### config.mk
export PLATFORM = sky130hd
export DESIGN_NAME = avc_config_record_parser
export DESIGN_NICKNAME = d
export VERILOG_FILES = /design/src/sv/avc_cfg_pkg.sv /design/src/sv/avc_config_record_parser.sv
export SDC_FILE = /design/constraint.sdc
export NUM_CORES = 1
export LEC_CHECK = 0
export ABC_AREA = 1
export BUFFER_PORTS_ARGS = -buffer_cell sky130_fd_sc_hd__buf_2
export CAP_MARGIN = 20
export CELL_PAD_IN_SITES_DETAIL_PLACEMENT = 0
export CELL_PAD_IN_SITES_GLOBAL_PLACEMENT = 1
export CORE_MARGIN = 3
export CORE_UTILIZATION = 44
export DETAILED_ROUTE_END_ITERATION = 10
export GPL_TIMING_DRIVEN = 0
export PLACE_DENSITY_LB_ADDON = 0.1
export SLEW_MARGIN = 15
export SYNTH_ARGS = -nofsm -noshare
export SYNTH_HDL_FRONTEND = slang
export SYNTH_SLANG_ARGS = --single-unit
export TNS_END_PERCENT = 5
### constraint.sdc
create_clock -name clk -period 4.89 [get_ports clk]
set_input_delay 0.489 -clock clk [delete_from_list [all_inputs] [get_ports clk]]
set_output_delay 0.489 -clock clk [all_outputs]
set_load 0.02 [all_outputs]
### src/sv/avc_cfg_pkg.sv
// shared types and constants of the avc configuration record parser
package avc_cfg_pkg;

  localparam int BYTE_W   = 8;
  localparam int KIND_W   = 3;
  localparam int LENSZ_W  = 2;
  localparam int NALSZ_W  = 3;
  localparam int SPSCNT_W = 5;
  localparam int ULEN_W   = 16;
  localparam int TDATA_W  = 64;
  localparam int TUSER_W  = 4;

  localparam logic [KIND_W-1:0] KIND_HEADER  = 3'd0;
  localparam logic [KIND_W-1:0] KIND_SPS_LEN = 3'd1;
  localparam logic [KIND_W-1:0] KIND_SPS_PAY = 3'd2;
  localparam logic [KIND_W-1:0] KIND_PPS_CNT = 3'd3;
  localparam logic [KIND_W-1:0] KIND_PPS_LEN = 3'd4;
  localparam logic [KIND_W-1:0] KIND_PPS_PAY = 3'd5;
  localparam logic [KIND_W-1:0] KIND_TRAIL   = 3'd6;

  typedef enum logic [13:0] {
    PH_VER     = 14'b00000000000001,
    PH_PROF    = 14'b00000000000010,
    PH_COMPAT  = 14'b00000000000100,
    PH_LEVEL   = 14'b00000000001000,
    PH_LENSZ   = 14'b00000000010000,
    PH_SPSCNT  = 14'b00000000100000,
    PH_SPS_HI  = 14'b00000001000000,
    PH_SPS_LO  = 14'b00000010000000,
    PH_SPS_PAY = 14'b00000100000000,
    PH_PPSCNT  = 14'b00001000000000,
    PH_PPS_HI  = 14'b00010000000000,
    PH_PPS_LO  = 14'b00100000000000,
    PH_PPS_PAY = 14'b01000000000000,
    PH_TRAIL   = 14'b10000000000000
  } phase_t;

endpackage

### src/sv/avc_config_record_parser.sv
// avc decoder configuration record parser, one byte per transaction
//
// input channel: one record byte per transaction, in_tuser marks the version
// byte that (re)starts a record from any point of the walk.
// output channel: one transaction per input byte with the byte's class, the
// index of the current sps or pps, the byte itself and the header values
// captured so far; out_tlast marks the final byte of one parameter set and
// out_tuser[3] the byte that completes the whole record.
// each result is registered and appears in the cycle after its byte is taken.
// throughput: one byte per cycle unless the receiver stalls; the phase register
// and the length and set counters change once per byte, so nothing else limits it.
// the output register frees its slot in the same cycle it is taken, so in_tready
// only drops while a result waits and out_tready is low.
// reset: the walk sits in trailing state with all captured values at zero;
// bytes arriving before any start are classed as trailing.
// a stalled receiver holds the result steady and stops the input channel.
module avc_config_record_parser
  import avc_cfg_pkg::*;
(
  input  logic               clk,
  input  logic               rst_n,
  input  logic               in_tvalid,
  output logic               in_tready,
  // [7:0] in_byte
  input  logic [BYTE_W-1:0]  in_tdata,
  // [0] start_record
  input  logic               in_tuser,
  output logic               out_tvalid,
  input  logic               out_tready,
  // [7:0] set_index, [15:8] out_byte, [23:16] config_version, [31:24] profile,
  // [39:32] compat_flags, [47:40] level, [50:48] nal_length_size,
  // [55:51] sps_count, [63:56] pps_count
  output logic [TDATA_W-1:0] out_tdata,
  // unit_last
  output logic               out_tlast,
  // [2:0] byte_kind, [3] record_done
  output logic [TUSER_W-1:0] out_tuser
);

  phase_t               phase_r, phase_nxt;
  logic [BYTE_W-1:0]    version_r, version_nxt;
  logic [BYTE_W-1:0]    profile_r, profile_nxt;
  logic [BYTE_W-1:0]    compat_r, compat_nxt;
  logic [BYTE_W-1:0]    level_r, level_nxt;
  logic [LENSZ_W-1:0]   lensz_r, lensz_nxt;
  logic [SPSCNT_W-1:0]  sps_cnt_r, sps_cnt_nxt;
  logic [BYTE_W-1:0]    pps_cnt_r, pps_cnt_nxt;
  logic [BYTE_W-1:0]    sets_left_r, sets_left_nxt;
  logic [BYTE_W-1:0]    index_r, index_nxt;
  logic [BYTE_W-1:0]    len_hi_r, len_hi_nxt;
  logic [ULEN_W-1:0]    bytes_left_r, bytes_left_nxt;

  logic                 out_valid_r;
  logic [TDATA_W-1:0]   out_data_r;
  logic                 out_last_r;
  logic [TUSER_W-1:0]   out_user_r;

  logic                 in_fire;
  logic [BYTE_W-1:0]    b;
  logic                 start;
  phase_t               cur_phase;
  logic [BYTE_W-1:0]    cur_version, cur_profile, cur_compat, cur_level;
  logic [LENSZ_W-1:0]   cur_lensz;
  logic [SPSCNT_W-1:0]  cur_sps_cnt;
  logic [BYTE_W-1:0]    cur_pps_cnt, cur_sets_left, cur_index, cur_len_hi;
  logic [ULEN_W-1:0]    cur_bytes_left;
  logic [ULEN_W-1:0]    full_len;
  logic [ULEN_W-1:0]    left_dec;
  logic [BYTE_W-1:0]    sets_dec;
  logic                 is_pps;
  logic [KIND_W-1:0]    kind;
  logic [BYTE_W-1:0]    idx;
  logic                 last;
  logic                 done;
  logic                 finish;
  logic [NALSZ_W-1:0]   nal_size;

  assign in_tready = !out_valid_r || out_tready;
  assign in_fire   = in_tvalid && in_tready;
  assign b         = in_tdata;
  assign start     = in_tuser;

  // a start byte sees the walk as if freshly reset into the version phase
  always_comb begin
    cur_phase      = start ? PH_VER : phase_r;
    cur_version    = start ? '0 : version_r;
    cur_profile    = start ? '0 : profile_r;
    cur_compat     = start ? '0 : compat_r;
    cur_level      = start ? '0 : level_r;
    cur_lensz      = start ? '0 : lensz_r;
    cur_sps_cnt    = start ? '0 : sps_cnt_r;
    cur_pps_cnt    = start ? '0 : pps_cnt_r;
    cur_sets_left  = start ? '0 : sets_left_r;
    cur_index      = start ? '0 : index_r;
    cur_len_hi     = start ? '0 : len_hi_r;
    cur_bytes_left = start ? '0 : bytes_left_r;
  end

  assign full_len = {cur_len_hi, b};
  assign left_dec = cur_bytes_left - ULEN_W'(1);
  assign sets_dec = cur_sets_left - BYTE_W'(1);
  assign is_pps   = (cur_phase == PH_PPS_LO) || (cur_phase == PH_PPS_PAY);

  always_comb begin
    phase_nxt      = cur_phase;
    version_nxt    = cur_version;
    profile_nxt    = cur_profile;
    compat_nxt     = cur_compat;
    level_nxt      = cur_level;
    lensz_nxt      = cur_lensz;
    sps_cnt_nxt    = cur_sps_cnt;
    pps_cnt_nxt    = cur_pps_cnt;
    sets_left_nxt  = cur_sets_left;
    index_nxt      = cur_index;
    len_hi_nxt     = cur_len_hi;
    bytes_left_nxt = cur_bytes_left;
    kind           = KIND_TRAIL;
    idx            = '0;
    last           = 1'b0;
    done           = 1'b0;
    finish         = 1'b0;
    unique case (cur_phase)
      PH_VER: begin
        kind        = KIND_HEADER;
        version_nxt = b;
        phase_nxt   = PH_PROF;
      end
      PH_PROF: begin
        kind        = KIND_HEADER;
        profile_nxt = b;
        phase_nxt   = PH_COMPAT;
      end
      PH_COMPAT: begin
        kind       = KIND_HEADER;
        compat_nxt = b;
        phase_nxt  = PH_LEVEL;
      end
      PH_LEVEL: begin
        kind      = KIND_HEADER;
        level_nxt = b;
        phase_nxt = PH_LENSZ;
      end
      PH_LENSZ: begin
        kind      = KIND_HEADER;
        lensz_nxt = b[LENSZ_W-1:0];
        phase_nxt = PH_SPSCNT;
      end
      PH_SPSCNT: begin
        kind          = KIND_HEADER;
        sps_cnt_nxt   = b[SPSCNT_W-1:0];
        sets_left_nxt = BYTE_W'(b[SPSCNT_W-1:0]);
        index_nxt     = '0;
        phase_nxt     = (b[SPSCNT_W-1:0] == '0) ? PH_PPSCNT : PH_SPS_HI;
      end
      PH_SPS_HI: begin
        kind       = KIND_SPS_LEN;
        idx        = cur_index;
        len_hi_nxt = b;
        phase_nxt  = PH_SPS_LO;
      end
      PH_PPS_HI: begin
        kind       = KIND_PPS_LEN;
        idx        = cur_index;
        len_hi_nxt = b;
        phase_nxt  = PH_PPS_LO;
      end
      PH_SPS_LO, PH_PPS_LO: begin
        kind           = is_pps ? KIND_PPS_LEN : KIND_SPS_LEN;
        idx            = cur_index;
        bytes_left_nxt = full_len;
        if (full_len == '0) begin
          last   = 1'b1;
          finish = 1'b1;
        end else begin
          phase_nxt = is_pps ? PH_PPS_PAY : PH_SPS_PAY;
        end
      end
      PH_SPS_PAY, PH_PPS_PAY: begin
        kind           = is_pps ? KIND_PPS_PAY : KIND_SPS_PAY;
        idx            = cur_index;
        bytes_left_nxt = left_dec;
        if (left_dec == '0) begin
          last   = 1'b1;
          finish = 1'b1;
        end
      end
      PH_PPSCNT: begin
        kind          = KIND_PPS_CNT;
        pps_cnt_nxt   = b;
        sets_left_nxt = b;
        index_nxt     = '0;
        if (b == '0) begin
          phase_nxt = PH_TRAIL;
          done      = 1'b1;
        end else begin
          phase_nxt = PH_PPS_HI;
        end
      end
      default: begin
        kind      = KIND_TRAIL;
        phase_nxt = PH_TRAIL;
      end
    endcase

    // end of one parameter set: next set, pps count or record complete
    if (finish) begin
      index_nxt     = cur_index + BYTE_W'(1);
      sets_left_nxt = sets_dec;
      if (sets_dec == '0) begin
        if (is_pps) begin
          phase_nxt = PH_TRAIL;
          done      = 1'b1;
        end else begin
          phase_nxt = PH_PPSCNT;
        end
      end else begin
        phase_nxt = is_pps ? PH_PPS_HI : PH_SPS_HI;
      end
    end
  end

  assign nal_size = NALSZ_W'(lensz_nxt) + NALSZ_W'(1);

  always_ff @(posedge clk) begin
    if (!rst_n) begin
      phase_r      <= PH_TRAIL;
      version_r    <= '0;
      profile_r    <= '0;
      compat_r     <= '0;
      level_r      <= '0;
      lensz_r      <= '0;
      sps_cnt_r    <= '0;
      pps_cnt_r    <= '0;
      sets_left_r  <= '0;
      index_r      <= '0;
      len_hi_r     <= '0;
      bytes_left_r <= '0;
    end else if (in_fire) begin
      phase_r      <= phase_nxt;
      version_r    <= version_nxt;
      profile_r    <= profile_nxt;
      compat_r     <= compat_nxt;
      level_r      <= level_nxt;
      lensz_r      <= lensz_nxt;
      sps_cnt_r    <= sps_cnt_nxt;
      pps_cnt_r    <= pps_cnt_nxt;
      sets_left_r  <= sets_left_nxt;
      index_r      <= index_nxt;
      len_hi_r     <= len_hi_nxt;
      bytes_left_r <= bytes_left_nxt;
    end
  end

  always_ff @(posedge clk) begin
    if (!rst_n) begin
      out_valid_r <= 1'b0;
    end else if (in_fire) begin
      out_valid_r <= 1'b1;
    end else if (out_tready) begin
      out_valid_r <= 1'b0;
    end
  end

  always_ff @(posedge clk) begin
    if (in_fire) begin
      out_data_r <= {pps_cnt_nxt, sps_cnt_nxt, nal_size, level_nxt, compat_nxt,
                     profile_nxt, version_nxt, b, idx};
      out_last_r <= last;
      out_user_r <= {done, kind};
    end
  end

  assign out_tvalid = out_valid_r;
  assign out_tdata  = out_data_r;
  assign out_tlast  = out_last_r;
  assign out_tuser  = out_user_r;

endmodule
==> results.rst <==
.. list-table::
   :header-rows: 1

   * - Metric
     - Value
   * - Status
     - completed
   * - Largest net degree at the start of global routing
     - 56
   * - Layout cell share with drive strength beyond 1
     - 0.183
   * - Cell area after technology mapping
     - 0.00909 mm^2
   * - Antenna violations before repair
     - 0
   * - Number of cells traversed by the worst hold path
     - 1
   * - Detailed Route Iter0 Violations
     - 484
   * - RSZ-0062 raised after global routing
     - false
   * - Number of synthesized flops with an enable pin
     - 69
   * - Number of vias per cell after detailed routing
     - 5.27
   * - Worst Max-Slew Pin Slew
     - 0.727 ns
   * - Final core utilization
     - 0.525
   * - Slew margin rel.
     - 0.515
   * - Worst clock skew
     - 0.00916 ns
   * - Start point of the critical path
     - in_tuser
   * - Cell Count Post-Placement
     - 1521
   * - Clock tree from TritonCTS
     - yes
   * - First drt pass iteration count
     - 6
   * - Endpoints failing hold
     - 0
   * - CTS Sinks
     - 171
   * - Sequential share of power
     - 0.459
   * - Standard cell area after detailed placement
     - 0.00987 mm^2
   * - H-tree lvl count
     - 4
   * - Post-cts sizing count
     - 0
   * - Die Area
     - 0.0224 mm^2
   * - Cell count after synthesis
     - 1172
   * - Non-filler instance count after layout
     - 1553
   * - Total number of yosys warnings
     - 0
   * - Residual DRC count
     - 0
   * - Fmax achieved
     - 343 MHz
   * - FF-to-FF setup slack
     - 2.22 ns
   * - Number of synthesized register bits
     - 171
   * - Sw Ratio
     - 0.300
   * - Path class of the lowest-slack min-delay path
     - in2reg
   * - Postcts setup bufs
     - 0
   * - Reg-to-Reg Start
     - out_tvalid
   * - Mean routed wirelength per cell
     - 17.4 um
   * - Final count of pins violating max slew
     - 0
   * - Via count of the first global-routing pass
     - 7966
   * - IO Port Bufs
     - 83
   * - Drt total wl
     - 27000 um
   * - Leading cell type in the layout, fill and taps excluded
     - nand2_1
   * - Cts bufs inserted
     - 17
   * - Commonest non-fill, non-tap cells in the layout
     - nand2_1 (181), nor2_1 (156), inv_1 (125)
   * - Top flip-flop cell by instance count after synthesis
     - dfxtp_1
   * - Data arrival time at the worst-slack endpoint
     - 3.04 ns
   * - Number of inserted diodes
     - 0
   * - First-pass GRT wire length
     - 43300 um
   * - Number of nets still failing antenna checks after routing
     - 0
   * - Number of buffers between clock root and the deepest sink
     - 2
   * - Mapped Nets
     - 1191
   * - Cell-internal power
     - 2.45 mW
   * - Total via count in the routed design
     - 8177
   * - P per Cell Area
     - 335 mW/mm^2
   * - Total GRT Usage
     - 0.249
   * - Number of top-level design ports
     - 84
   * - Worst min-delay path endpoint
     - out_tdata[9]
   * - Share of the clock period used by the worst path after layout
     - 0.596
   * - Combinational group share of total power
     - 0.152
   * - Worst setup path category
     - in2reg
   * - Syn avg cell area
     - 7.76 um^2
   * - Leakage power
     - 4.74 nW
   * - Final Net Count
     - 1294
   * - Vertical die dimension
     - 150 um
   * - Number of max-cap violations
     - 0
   * - NetSw
     - 1.05 mW
   * - Clock latency reported for the late side of the worst-skew pair
     - 0.43 ns
   * - Peak ir drop on the vdd network
     - 0.000246 V
   * - Total power after layout
     - 3.50 mW
   * - Worst setup SP type
     - primary input
   * - Area overhead of the layout relative to synthesis
     - 15.0%
   * - Effective utilization at floorplan
     - 0.457
   * - Die span in x
     - 150 um
   * - Sequential share of the synthesized area
     - 0.453
   * - Detailed placer's ending HPWL
     - 19100 um
   * - Capture instance of the worst register-to-register path
     - out_tdata[15]
   * - Final weighted congestion in routability-driven placement
     - 0.905
   * - Root Buffer Master
     - clkbuf_16
   * - Required time worst endpoint
     - 5.02 ns
   * - Fraction of synthesis flops using an asynchronous set or reset pin
     - 0
   * - Clk network pwr share
     - 0.388
   * - Total global routing overflow
     - 0
   * - Setup-failing EPs final
     - 0
   * - Minimum clock period
     - 2.91 ns
   * - Netlist cell types
     - 50
   * - Clock transition at the registers of the reported paths
     - 0.07 ns
   * - Filler cells
     - 2002
   * - Summed area of non-filler cells in the final layout
     - 0.0105 mm^2
   * - CTS Hold Bufs
     - 0
   * - Worst-case reg-to-reg path depth
     - 7
   * - Startpoint of the tightest hold check path
     - in_tdata[1]
   * - Core area
     - 0.0199 mm^2
   * - Endpoint class of the critical path
     - flip-flop
   * - Top fanout value on the critical path
     - 10
   * - Row Count
     - 51
-- metrics by stage --
| step | hold WS [ns] | setup slack [ns] | TNS (ns) |
|---|---|---|---|
| 5_1_grt | 0.271 | 1.77 | 0 |
| 6_report | 0.273 | 1.98 | 0 |
| 3_3_place_gp | 0.452 | -0.501 | -38.47 |
| 2_1_floorplan | 0.445 | 0.994 | 0 |
| 3_5_place_dp | 0.457 | 1.55 | 0 |
| 4_1_cts | 0.259 | 2.00 | 0 |
-- power by group through the flow --
stage	sequential [mW]	combinational (mW)	clock, mW
2_1_floorplan	1.69	0.316	0
3_3_place_gp	1.64	0.523	0
3_5_place_dp	1.64	0.531	0
4_1_cts	1.61	0.532	1.38
5_1_grt	1.61	0.590	1.44
6_report	1.61	0.532	1.36
-- area by class of cell --
cell class,instances,area [um^2],area share
Buffer,56,299,0.0286
Tap cell,265,332,0.0317
Sequential cell,171,4110,0.394
Multi-Input combinational cell,806,4160,0.398
Clock inverter,14,153,0.0146
Timing Repair Buffer,84,443,0.0424
Inverter,139,527,0.0504
Clock buffer,18,429,0.0411
-- cell usage after synthesis (2+ instances only) --
master / number / area share
nand2_1: 181 / 0.075
dfxtp_1: 102 / 0.22
or2_4: 2 / 0.0019
nand2_2: 27 / 0.019
nor3_2: 4 / 0.0044
nand3_4: 2 / 0.0039
nor2_4: 8 / 0.0099
clkbuf_1: 35 / 0.014
xor2_1: 7 / 0.0067
nor2_2: 17 / 0.012
nor3_1: 6 / 0.0033
buf_1: 4 / 0.0017
o211ai_1: 10 / 0.0083
nand3_2: 2 / 0.0022
nand2_4: 8 / 0.0099
edfxtp_1: 69 / 0.23
nand3b_1: 3 / 0.0025
a21oi_1: 55 / 0.030
a31oi_1: 7 / 0.0048
ha_1: 6 / 0.0083
a221oi_1: 3 / 0.0029
nor2_1: 156 / 0.064
buf_2: 9 / 0.0050
buf_6: 5 / 0.0062
o21ai_2: 6 / 0.0058
o221ai_1: 3 / 0.0029
o21ai_1: 22 / 0.012
buf_12: 2 / 0.0044
o21ai_4: 2 / 0.0036
inv_1: 125 / 0.052
a21oi_2: 6 / 0.0058
xnor2_1: 4 / 0.0039
nand3_1: 109 / 0.060
nand4_1: 11 / 0.0076
inv_2: 12 / 0.0050
o22ai_1: 12 / 0.0083
o21ai_0: 117 / 0.064
-- registers in the layout, summed over array words and instances, names as in the netlist --
name	cells
bytes_left_r	16
compat_r	8
index_r	8
len_hi_r	8
lensz_r	2
level_r	8
out_tdata	64
out_tlast	1
out_tuser	4
out_tvalid	1
phase_r	14
pps_cnt_r	8
profile_r	8
sets_left_r	8
sps_cnt_r	5
version_r	8
-- logic make-up after synthesis --
logic type                 Yosys count  share of synthesized area
DFF                                171                      0.453
adders and majority gates            6                    0.00826
buffers and inverters              195                     0.0904
and+or+nand+nor                    545                      0.287
xor gates and xnor gates            11                     0.0106
AOI/OAI and AO/OA                  244                      0.151
-- per-layer routing --
layer	up-vias	wire length [um]	track usage
li1	4104	-	-
met3	46	1450	0.0382
met2	241	12600	0.410
met1	3786	12200	0.336
met5	-	0	0
met4	0	808	0.0874
-- worst max-delay path, stage by stage --
cell and delay [ns]:
buf_2 0.11, inv_2 0.20, buf_12 0.20, buf_12 0.16, buf_6 0.17, buf_2 0.33
nand2_1 0.16, ha_1 0.23, or2_2 0.29, nand2_1 0.08, nor3_1 0.06, nand2_1 0.07
nor2_1 0.04, nand2_1 0.11, inv_1 0.06, nand3_1 0.10, o21ai_0 0.16
-- worst max path at each step --
stage	to	slack, ns	cells after the start
6_report	out_tuser[3]	1.98	17
5_1_grt	out_tuser[3]	1.77	18
4_1_cts	out_tuser[3]	2.00	17
3_5_place_dp	out_tuser[3]	1.55	17
3_3_place_gp	out_tdata[4]	-0.50	8
2_1_floorplan	out_tdata[0]	0.99	7
Power figures use the tool's default switching activity.
